[config.mk]
export PLATFORM = sky130hd
export DESIGN_NAME = monthly_period_start_date
export DESIGN_NICKNAME = d
export VERILOG_FILES = /design/src/hw/rtl/mps_pkg.sv /design/src/hw/rtl/mps_shift.sv /design/src/hw/rtl/mps_period.sv /design/src/hw/rtl/monthly_period_start_date.sv
export SDC_FILE = /design/constraint.sdc
export NUM_CORES = 1
export LEC_CHECK = 0
export BUFFER_PORTS_ARGS = -buffer_cell sky130_fd_sc_hd__buf_4
export CELL_PAD_IN_SITES_DETAIL_PLACEMENT = 1
export CELL_PAD_IN_SITES_GLOBAL_PLACEMENT = 1
export CORE_UTILIZATION = 25
export DETAILED_ROUTE_END_ITERATION = 6
export PLACE_DENSITY = 0.44
export SYNTH_ARGS = -nofsm -noshare
export SYNTH_HDL_FRONTEND = slang
export SYNTH_HIERARCHICAL = 1
export SYNTH_SLANG_ARGS = --single-unit
[constraint.sdc]
create_clock -name clk -period 40.3 [get_ports clk]
set_clock_uncertainty 0.15 [all_clocks]
set_input_delay 0 -clock clk [delete_from_list [all_inputs] [get_ports clk]]
set_output_delay 0 -clock clk [all_outputs]
set_load 0.005 [all_outputs]
[src/hw/rtl/mps_pkg.sv]
// Shared types, widths and constants for the monthly period start date block.
// Used by mps_shift, mps_period and monthly_period_start_date; no dependencies.
package mps_pkg;

  // Field widths
  localparam int YEAR_W   = 12;
  localparam int MONTH_W  = 4;
  localparam int DAY_W    = 5;
  localparam int OFFSET_W = 12;
  localparam int SDAY_W   = 6;
  localparam int STAMP_W  = 25;

  // Internal year: signed, wide enough for the shifted and stepped-back year
  localparam int YINT_W   = 14;

  // Month indexes, zero based
  localparam logic [MONTH_W-1:0] MON_JAN = 4'd0;
  localparam logic [MONTH_W-1:0] MON_FEB = 4'd1;
  localparam logic [MONTH_W-1:0] MON_APR = 4'd3;
  localparam logic [MONTH_W-1:0] MON_JUN = 4'd5;
  localparam logic [MONTH_W-1:0] MON_SEP = 4'd8;
  localparam logic [MONTH_W-1:0] MON_NOV = 4'd10;
  localparam logic [MONTH_W-1:0] MON_DEC = 4'd11;
  localparam logic [MONTH_W-1:0] MON_MAX = 4'd12;

  // Shifted month, carried from the first stage to the second
  typedef struct packed {
    logic signed [YINT_W-1:0] year;
    logic [MONTH_W-1:0]       month;   // 0..11
    logic [DAY_W-1:0]         day;
  } shift_t;

  // Length of a zero-based month
  function automatic logic [DAY_W-1:0] month_len(input logic [MONTH_W-1:0] m,
                                                 input logic leap);
    logic [DAY_W-1:0] d;
    case (m) inside
      MON_FEB: d = leap ? 5'd29 : 5'd28;
      MON_APR, MON_JUN, MON_SEP, MON_NOV: d = 5'd30;
      default: d = 5'd31;
    endcase
    return d;
  endfunction

endpackage

[src/hw/rtl/mps_shift.sv]
// Month shift: clamps the month, adds the signed offset and splits into year and month.
// Depends on mps_pkg.
module mps_shift
  import mps_pkg::*;
(
  input  logic [YEAR_W-1:0]          year,
  input  logic [MONTH_W-1:0]         month,
  input  logic [DAY_W-1:0]           day,
  input  logic signed [OFFSET_W-1:0] offset,
  output shift_t                     shifted
);

  // Bias keeps the month sum non-negative; it is a whole number of years
  localparam logic signed [YINT_W-1:0] BIAS_YEARS  = 14'sd171;
  localparam logic signed [YINT_W-1:0] BIAS_MONTHS = 14'sd2052;
  // Reciprocal of 12 scaled by 2^15, exact for sums below 8192
  localparam logic [24:0] RECIP12 = 25'd2731;

  logic [MONTH_W-1:0]       mon0;
  logic signed [YINT_W-1:0] msum;
  logic signed [YINT_W-1:0] mbias;
  logic [12:0]              u;
  logic [24:0]              prod;
  logic [8:0]               q;
  logic [12:0]              q12;
  logic [12:0]              rem;

  // Clamp the month into 1..12 and make it zero based
  always_comb begin
    if (month == 4'd0) begin
      mon0 = MON_JAN;
    end else if (month > MON_MAX) begin
      mon0 = MON_DEC;
    end else begin
      mon0 = month - 4'd1;
    end
  end

  // Total months relative to the input year, biased non-negative
  assign msum  = {{(YINT_W-OFFSET_W){offset[OFFSET_W-1]}}, offset}
               + signed'({{(YINT_W-MONTH_W){1'b0}}, mon0});
  assign mbias = msum + BIAS_MONTHS;
  assign u     = mbias[12:0];

  // Divide by twelve through the reciprocal, remainder by subtraction
  assign prod = 25'(u) * RECIP12;
  assign q    = prod[23:15];
  assign q12  = {1'b0, q, 3'b000} + {2'b00, q, 2'b00};
  assign rem  = u - q12;

  assign shifted.year  = signed'({{(YINT_W-YEAR_W){1'b0}}, year})
                       + signed'({{(YINT_W-9){1'b0}}, q}) - BIAS_YEARS;
  assign shifted.month = rem[MONTH_W-1:0];
  assign shifted.day   = day;

endmodule

[src/hw/rtl/mps_period.sv]
// Period resolve: leap rule, step back decision, start day and packed stamp.
// Depends on mps_pkg.
module mps_period
  import mps_pkg::*;
(
  input  shift_t                   shifted,
  input  logic signed [SDAY_W-1:0] start_day,
  output logic [YEAR_W-1:0]        period_year,
  output logic [MONTH_W-1:0]       period_month,
  output logic [DAY_W-1:0]         period_day,
  output logic [STAMP_W-1:0]       period_stamp
);

  // Bias of seven times 25 years keeps the year positive for the divide-by-25 test
  localparam logic signed [YINT_W-1:0] LEAP_BIAS = 14'sd175;
  // Reciprocal of 25 scaled by 2^18; a multiple of 25 leaves a small fraction
  localparam logic [26:0] RECIP25   = 27'd10486;
  localparam logic [17:0] FRAC_LIM  = 18'd2048;
  localparam logic [STAMP_W-1:0] YEAR_SCALE  = 25'd10000;
  localparam logic [STAMP_W-1:0] MONTH_SCALE = 25'd100;

  logic signed [YINT_W-1:0] ybias;
  logic [26:0]              prod;
  logic                     div25;
  logic                     leap;
  logic [DAY_W-1:0]         dim;
  logic [DAY_W-1:0]         dim2;
  logic signed [6:0]        sd7;
  logic signed [6:0]        day7;
  logic signed [6:0]        lim;
  logic signed [6:0]        sum2;
  logic                     pos;
  logic                     back;
  logic                     wrap;
  logic [MONTH_W-1:0]       mf;
  logic [MONTH_W-1:0]       mf1;
  logic [DAY_W-1:0]         date;
  logic signed [YINT_W-1:0] yf;
  logic [STAMP_W-1:0]       ym;
  logic [STAMP_W-1:0]       ymf;

  // Gregorian leap rule on the signed year
  assign ybias = shifted.year + LEAP_BIAS;
  assign prod  = 27'(ybias[12:0]) * RECIP25;
  assign div25 = prod[17:0] < FRAC_LIM;
  assign leap  = (shifted.year[1:0] == 2'b00) && (!div25 || shifted.year[3:0] == 4'd0);
  assign dim   = month_len(shifted.month, leap);

  // Step back one month when the day falls before this month's start
  assign sd7  = {start_day[SDAY_W-1], start_day};
  assign day7 = signed'({2'b00, shifted.day});
  assign pos  = !start_day[SDAY_W-1] && (start_day != '0);
  assign lim  = sd7 + signed'({2'b00, dim});
  assign back = pos ? (day7 < sd7) : (day7 < lim);
  assign wrap = back && (shifted.month == MON_JAN);

  always_comb begin
    if (!back) begin
      mf = shifted.month;
    end else if (wrap) begin
      mf = MON_DEC;
    end else begin
      mf = shifted.month - 4'd1;
    end
  end

  // Start day: fixed day, or counted from the month end and clamped
  assign dim2 = month_len(mf, leap);
  assign sum2 = sd7 + signed'({2'b00, dim2});

  always_comb begin
    if (pos) begin
      date = start_day[DAY_W-1:0];
    end else if (sum2 < 7'sd1) begin
      date = 5'd1;
    end else if (sum2 > signed'({2'b00, dim2})) begin
      date = dim2;
    end else begin
      date = sum2[DAY_W-1:0];
    end
  end

  // Packed stamp, wrapped to its width
  assign yf  = wrap ? shifted.year - 14'sd1 : shifted.year;
  assign ym  = {{(STAMP_W-YINT_W){shifted.year[YINT_W-1]}}, shifted.year} * YEAR_SCALE;
  assign ymf = wrap ? ym - YEAR_SCALE : ym;
  assign mf1 = mf + 4'd1;

  assign period_year  = yf[YEAR_W-1:0];
  assign period_month = mf1;
  assign period_day   = date;
  assign period_stamp = ymf + 25'(mf1) * MONTH_SCALE + 25'(date);

endmodule

[src/hw/rtl/monthly_period_start_date.sv]
// Monthly period start date: each input word is registered in stage one, then in the result register.
// Throughput one word per clock; the two-stage pipeline advances whenever the
// result register is empty or being taken, so stalls come only from m_tready.
// rst (synchronous, active high) empties the pipeline and sets start_day to 1.
// Top level; depends on mps_pkg, mps_shift and mps_period.
module monthly_period_start_date
  import mps_pkg::*;
(
  input  logic        clk,
  input  logic        rst,
  // Configuration: start_day
  input  logic        cfg_valid,
  output logic        cfg_ready,
  input  logic [5:0]  cfg_data,    // [5:0] start_day (signed)
  // Input words
  input  logic        s_tvalid,
  output logic        s_tready,
  input  logic [39:0] s_tdata,     // [11:0] current_year, [15:12] current_month,
                                   // [20:16] current_day, [32:21] offset_months
  // Result words
  output logic        m_tvalid,
  input  logic        m_tready,
  output logic [47:0] m_tdata      // [11:0] period_year, [15:12] period_month,
                                   // [20:16] period_day, [45:21] period_stamp
);

  logic signed [SDAY_W-1:0] start_day;
  logic                     adv;
  logic                     v1;
  shift_t                   s1_next;
  shift_t                   s1;
  logic [YEAR_W-1:0]        p_year;
  logic [MONTH_W-1:0]       p_month;
  logic [DAY_W-1:0]         p_day;
  logic [STAMP_W-1:0]       p_stamp;
  logic [47:0]              out_word;

  // Configuration register
  assign cfg_ready = 1'b1;

  always_ff @(posedge clk) begin
    if (rst) begin
      start_day <= 6'sd1;
    end else if (cfg_valid && cfg_ready) begin
      start_day <= signed'(cfg_data);
    end
  end

  // Pipeline advances when the result register is free
  assign adv      = !m_tvalid || m_tready;
  assign s_tready = adv;

  mps_shift u_shift (
    .year    (s_tdata[11:0]),
    .month   (s_tdata[15:12]),
    .day     (s_tdata[20:16]),
    .offset  (signed'(s_tdata[32:21])),
    .shifted (s1_next)
  );

  // Stage one register
  always_ff @(posedge clk) begin
    if (rst) begin
      v1 <= 1'b0;
    end else if (adv) begin
      v1 <= s_tvalid;
    end
  end

  always_ff @(posedge clk) begin
    if (adv && s_tvalid) begin
      s1 <= s1_next;
    end
  end

  mps_period u_period (
    .shifted      (s1),
    .start_day    (start_day),
    .period_year  (p_year),
    .period_month (p_month),
    .period_day   (p_day),
    .period_stamp (p_stamp)
  );

  // Result register
  always_ff @(posedge clk) begin
    if (rst) begin
      m_tvalid <= 1'b0;
    end else if (adv) begin
      m_tvalid <= v1;
    end
  end

  always_ff @(posedge clk) begin
    if (adv && v1) begin
      out_word <= {2'b00, p_stamp, p_day, p_month, p_year};
    end
  end

  assign m_tdata = out_word;

  // A free result register never blocks input
  a_ready_when_empty: assert property (@(posedge clk) disable iff (rst)
    !m_tvalid |-> s_tready)
    else $error("input stalled with empty result register");

  // An accepted word reaches stage one
  a_stage1_load: assert property (@(posedge clk) disable iff (rst)
    s_tvalid && s_tready |=> v1)
    else $error("accepted word lost before stage one");

  // Stage one moves into the result register when the pipe advances
  a_result_load: assert property (@(posedge clk) disable iff (rst)
    v1 && adv |=> m_tvalid)
    else $error("stage one word lost before result register");

  // Result month is always a calendar month
  a_month_range: assert property (@(posedge clk) disable iff (rst)
    m_tvalid |-> (m_tdata[15:12] != 4'd0) && (m_tdata[15:12] <= MON_MAX))
    else $error("result month out of range");

  // Result day is never zero
  a_day_nonzero: assert property (@(posedge clk) disable iff (rst)
    m_tvalid |-> m_tdata[20:16] != 5'd0)
    else $error("result day is zero");

endmodule
### Word-level counts from Yosys, hierarchy flattened

Cells that the tools add are included.

| storage, ports and cells | value |
|---|---|
| output and inout bits | 51 |
| word-level logic and storage cells | 75 |
| register bits after elaboration | 77 |
| input port bits | 51 |

| cells by class | value |
|---|---|
| reduce and logical (&&, ||, !) cells | 17 |
| $lt $le $gt $ge | 6 |
| $add $sub $neg | 16 |
| equality and inequality tests | 10 |
| muxes and demuxes | 15 |
| multiply operators | 4 |

Operator list:

| kind | count |
|---|---|
| $add 25x11->25 | 1 |
| $add 25x5->25 | 1 |
| $mul 25x10->21 const B | 1 |
| $mux 25 | 1 |
| $mux 5 | 5 |
| $sub 25x14->25 const B | 1 |
| $mul 13x12->24 const B | 1 |
| $lt 18x12->1 const B | 1 |
| $mul 13x13->17 const B | 1 |
| $eq 4x4->1 const B | 4 |
| $mux 4 | 4 |
| $add 6x6->7 | 2 |
| $sub 14x9->14 const B | 1 |
| $add 12x5->13 | 1 |
| $add 12x9->13 | 1 |
| $add 13x13->13 const B | 1 |
| $add 13x9->13 const B | 1 |
| $logic_not 4->1 | 3 |
| $mux 12 | 1 |
| $sub 12x2->12 const B | 1 |
| $mul 4x5->9 const B | 1 |
| $eq 4x1->1 const B | 2 |
| $eq 4x2->1 const B | 2 |
| $eq 4x3->1 const B | 2 |
| other kinds (16) | 28 |

### Logic depth before layout (Yosys ltp)

| logic depth | value |
|---|---|
| depth after elaboration | 24 |
| gate-level depth with buffers | 72 |
| depth with buffers taken out | 72 |

### Modules after synthesis

Netlist, hierarchy kept.

By module, submodules not included:

| module | sequential area each (µm²) | area an instance (µm²) | cells an instance | times used |
|---|---|---|---|---|
| mps_period | 0.0 | 7609.8 | 946 | 1 |
| mps_shift | 0.0 | 3961.3 | 460 | 1 |
| monthly_period_start_date | 2232.1 | 2433.6 | 104 | 1 |

### Worst setup path before layout

No wires, ideal clock.

| path | value |
|---|---|
| path kind | reg2reg |
| start point | register s1[12] (netlist bit) |
| end point | register out_word[44] (netlist: m_tdata[44]) (data pin) |
| arrival | 13.975 ns |
| stages on the path, launching flop included | 69 |
| path buffers | 1 |
| setup slack | 25.911 ns |
| required time | 39.886 ns |
| clock period less this slack | 14.389 ns |
| setup time | 0.264 ns |
| cell sequence | edfxtp_1 -> inv_1 -> ha_1 -> nor2b_1 -> nand2b_1 -> clkbuf_1 -> a21oi_1 -> xnor2_1 -> ha_1 -> inv_1 -> fa_1 -> inv_1 -> fa_1 -> ha_1 -> inv_1 -> fa_1 -> inv_1 -> ha_1 -> (+33 left out) -> o21ai_0 -> o211ai_1 -> a21oi_1 -> a21oi_1 -> o21ai_0 -> fa_1 -> inv_1 -> fa_1 -> nor2b_1 -> o21ai_0 -> a21boi_0 -> o21ai_0 -> a21boi_0 -> o41a_1 -> nand2_1 -> nor2_1 -> mux2i_1 -> xnor2_1 |

| between the ends | value |
|---|---|
| elaborated cells on any way between the ends | 36 |
| those cells by class | add/sub: 7; mul: 3; order compare: 4; eq/ne: 5; mux: 11; reduce/logical: 6 |

RTL lines:

| element | line | text |
|---|---|---|
| start, declared | monthly_period_start_date.sv:31 | `shift_t s1;` |
| start signal, assigned | monthly_period_start_date.sv:72 | `s1 <= s1_next;` |
| $add 13x9->13 | mps_period.sv:43 | `assign ybias = shifted.year + LEAP_BIAS;` |
| $mul 13x13->17 | mps_period.sv:44 | `assign prod = 27'(ybias[12:0]) * RECIP25;` |
| $lt 18x12->1 | mps_period.sv:45 | `assign div25 = prod[17:0] < FRAC_LIM;` |
| $logic_not 1->1 | mps_period.sv:46 | `assign leap = (shifted.year[1:0] == 2'b00) && (!div25 \|\| shifted.year[3:0] == 4'd0);` |
| $logic_or 1x1->1 * | mps_period.sv:46 |  |
| $logic_and 1x1->1 * | mps_period.sv:46 |  |
| $mux 1 * | mps_pkg.sv:38 | `MON_FEB: d = leap ? 5'd29 : 5'd28;` |
| $mux 5 * | mps_pkg.sv:37 | `case (m) inside` |
| (+4 left out) | n/a |  |
| $mux 4 | mps_period.sv:60 | `end else if (wrap) begin` |
| $mux 4 * | mps_period.sv:58 | `if (!back) begin` |
| $add 4x1->4 * | mps_period.sv:87 | `assign mf1 = mf + 4'd1;` |
| via p_month[0] | monthly_period_start_date.sv:33 | `logic [MONTH_W-1:0] p_month;` |
| $mul 4x5->9 * | mps_period.sv:92 | `assign period_stamp = ymf + 25'(mf1) * MONTH_SCALE + 25'(date);` |
| $add 25x11->25 * | mps_period.sv:92 |  |
| $add 25x5->25 * | mps_period.sv:92 |  |
| via p_stamp[23] | monthly_period_start_date.sv:35 | `logic [STAMP_W-1:0] p_stamp;` |
| end signal, assigned | monthly_period_start_date.sv:96 | `out_word <= {2'b00, p_stamp, p_day, p_month, p_year};` |
| end, declared | monthly_period_start_date.sv:36 | `logic [47:0] out_word;` |

Mark *: on every way through the listed nets, which the timed path passes. The rest lies on a longest branch.
A chain may end at the register's enable or synchronous reset.

### Final worst setup path

| path | value |
|---|---|
| start point | register s1[12] (netlist bit) |
| end point | register out_word[44] (netlist: m_tdata[44]) (data pin) |

| between the ends | value |
|---|---|
| cells in the longest elaborated chain, start to end | 24 |
| elaborated cells on any way between the ends | 36 |
| those cells by class | add/sub: 7; mul: 3; order compare: 4; eq/ne: 5; mux: 11; reduce/logical: 6 |

RTL lines:

| element | line | text |
|---|---|---|
| $add 13x9->13 | mps_period.sv:43 |  |
| $mul 13x13->17 | mps_period.sv:44 |  |
| $lt 18x12->1 | mps_period.sv:45 |  |
| $logic_not 1->1 | mps_period.sv:46 |  |
| $logic_or 1x1->1 * | mps_period.sv:46 |  |
| $logic_and 1x1->1 * | mps_period.sv:46 |  |
| $mux 1 * | mps_pkg.sv:38 |  |
| $mux 5 | mps_pkg.sv:37 |  |
| (+10 left out) | n/a |  |
| $add 6x6->7 | mps_period.sv:69 | `assign sum2 = sd7 + signed'({2'b00, dim2});` |
| $gt 7x6->1 | mps_period.sv:76 | `end else if (sum2 > signed'({2'b00, dim2})) begin` |
| $mux 5 | mps_period.sv:76 |  |
| $mux 5 * | mps_period.sv:74 | `end else if (sum2 < 7'sd1) begin` |
| $mux 5 * | mps_period.sv:72 | `if (pos) begin` |
| via p_day[4] | monthly_period_start_date.sv:34 | `logic [DAY_W-1:0] p_day;` |
| $add 25x5->25 * | mps_period.sv:92 |  |
| via p_stamp[23] | monthly_period_start_date.sv:35 |  |

Marks and branches as above.

==> metrics.txt <==
Max Cap Viol=0; Antenna Nets Post-Route=0; R2R setup slack=22570 ps; drt drc=0; main flop type after synthesis=edfxtp_1; status=finished, final reports clean; first-pass GRT wire length=57330 um; ys async rst share=0%; Initial DRC Count=220; initial cell density of the core=25.37%; FF+latch count, synth=77; area used by multi-input combinational logic=10210 um2; Root Buffer=clkbuf_16; layout cells sized above 1=8.528%; clk slew on worst S/H paths=60 ps; CP max stage delay=700 ps; top-count cell post-synth=inv_1; crit-path max FO=8; GRT overflow=0; Core Area=55200 um2; ANT cells=0; final net count=2097; Synth Area per Inst=9.275 um2; CP Launch Point=s1[12]; IO Count=102; Die Wd=238.7 um; Worst Setup End Kind=flop; Min Clock Period, post-route=17730 ps; Layout fillers=6450; critical path arrival=17690 ps; sequential cell area=2232 um2; final setup fails=0; ranking of synthesized cells by area=ha_1 (26%), fa_1 (18%), edfxtp_1 (15%); slowest cell on the critical path=xnor2_1; post-CTS setup buffers=0; vias in the first global route=11.10k; area grow syn2layout=15.06%; initial antenna violation count=0; highest clock rate=56.40 MHz; register area share after synthesis=15.94%; crit path kind=reg2reg; final slew viol count=0; Port Buffers=91; area share of the largest cell type after synthesis=26.27%; EDFF count, synth=69; Routability Congestion=0.7632; startpoint types=flop; die height=238.7 um; R2R depth=67; H-tree level count=3; hold endpoint=s1[19]; Yosys cell types=80; CTS tree=yes; largest net degree at the start of global routing=47; Least-Margin Pin Slew=878.6 ps; drt via density=4.233; Num CTS Buffers=9; WHS Path Cells=3; 1st-pass router iterations=4; Hold Startpoint=s_tdata[9]; yosys warns=6; die area=56970 um2; Rel. slew slack=41.00%; clk sinks=77; final wirelength=34720 um; Max Root-Sink Buffers=2; Final Hold Fails=0; Post-Syn Area=14000 um2; Syn Inst Count=1510; Final period util=44.00%; GRT Overall Usage=12.79%; biggest area consumer among synthesized cells=ha_1; TNS Setup=0 ps; via count=10.07k; r2r startpoint=s1[12]; FF-to-FF End=m_tdata[44]; num rows=86; Hold Path Class=in2reg; Synth top cells by count=inv_1 (379), ha_1 (294), fa_1 (127), xnor2_1 (95), edfxtp_1 (69); unrepaired setup endpoints after global routing=no; insertion delay to the later sink of the worst-skew pair=360 ps; HPWL after detailed placement=29880 um; Crit path required time=40260 ps; wire length per cell=14.60 um
[logic make-up after synthesis]
kind of cell,synth area share [%]
XOR/XNOR,8.085
flip-flops,15.94
multiplexers,0.7862
AND/OR/NAND/NOR,9.649
other,0.05362
AO/OA/AOI/OAI,9.854
buffers and inverters,11.21
adder cells (fa/ha/maj),44.42
[worst max path at each step]
stage                       end  slack [ps]
detailed placement  m_tdata[44]       22150
CTS                 m_tdata[44]       22050
finish              m_tdata[44]       22570
floorplan           m_tdata[44]       25910
global route        m_tdata[44]       20660
global placement    m_tdata[44]       22320
[layer usage]
metal	wire [um]	track usage (%)	share of wire, %	vias up
li1	-	-	-	5131
met1	16740	16.68	48	4868
met2	17210	22.79	50	57
met3	522	1.409	1.5	11
met4	251	2.214	0.72	0
met5	0	0	0	-
[what timing repair did]
item / in CTS / in global routing
hold buffers: 31 / 0
gates resized for setup: 0 / 0
endpoints found under the hold margin: 17 / 0
[per-stage QoR]
step,std cells,util (%),instance area (um2),hold slack (ps),setup WS (ps)
2_1_floorplan,1511,-,14010,-38.49,25910
3_3_place_gp,2331,28.13,15530,30.73,22320
3_5_place_dp,2331,28.13,15530,32.65,22150
4_1_cts,2378,29.19,16110,26.31,22050
5_1_grt,2378,29.19,16110,63.19,20660
6_report,2378,29.19,16110,53.54,22570
[layout by cell type, fill, tap and decap left out, types with 8 or more instances in the layout]
master,instances
clkbuf_16,9
a21o_1,27
a211oi_1,8
fa_1,127
nand3_1,22
mux2i_1,11
and3_1,13
o21ai_0,37
buf_4,96
inv_1,379
a21oi_1,52
nand2b_1,9
dfxtp_1,8
edfxtp_1,69
xnor2_1,95
nor2_1,58
ha_1,294
o211ai_1,10
xor2_1,28
o21a_1,13
nor2b_1,8
nand2_1,66
nor3_1,25
dlygate4sd3_1,31
[flip-flops by register name (all words and copies together) (netlist names)]
signal	cells
m_tdata	46
v1	1
s1	23
m_tvalid	1
start_day	6
[layout make-up]
type,instances,share of cell area (%)
clock inverters,4,0.1941
flip-flops and latches,77,13.85
repair buffers,127,6.398
inverters,381,8.875
clock buffers,12,1.530
well taps,748,5.808
multi-input cells,1029,63.34
[worst max-delay path: cells and delay by family, from the launching register on]
family / cells / cell delay, ps
buf+inv: 9 / 930
fa+ha+maj: 15 / 5180
compound gates: 27 / 6640
mux: 1 / 260
simple gates: 11 / 2300
flops: 1 / 670
xor+xnor: 4 / 1330
Power is left out: the tool's default activity adds up to more than one toggle a clock period on the data nets, which glitch-free logic cannot reach.
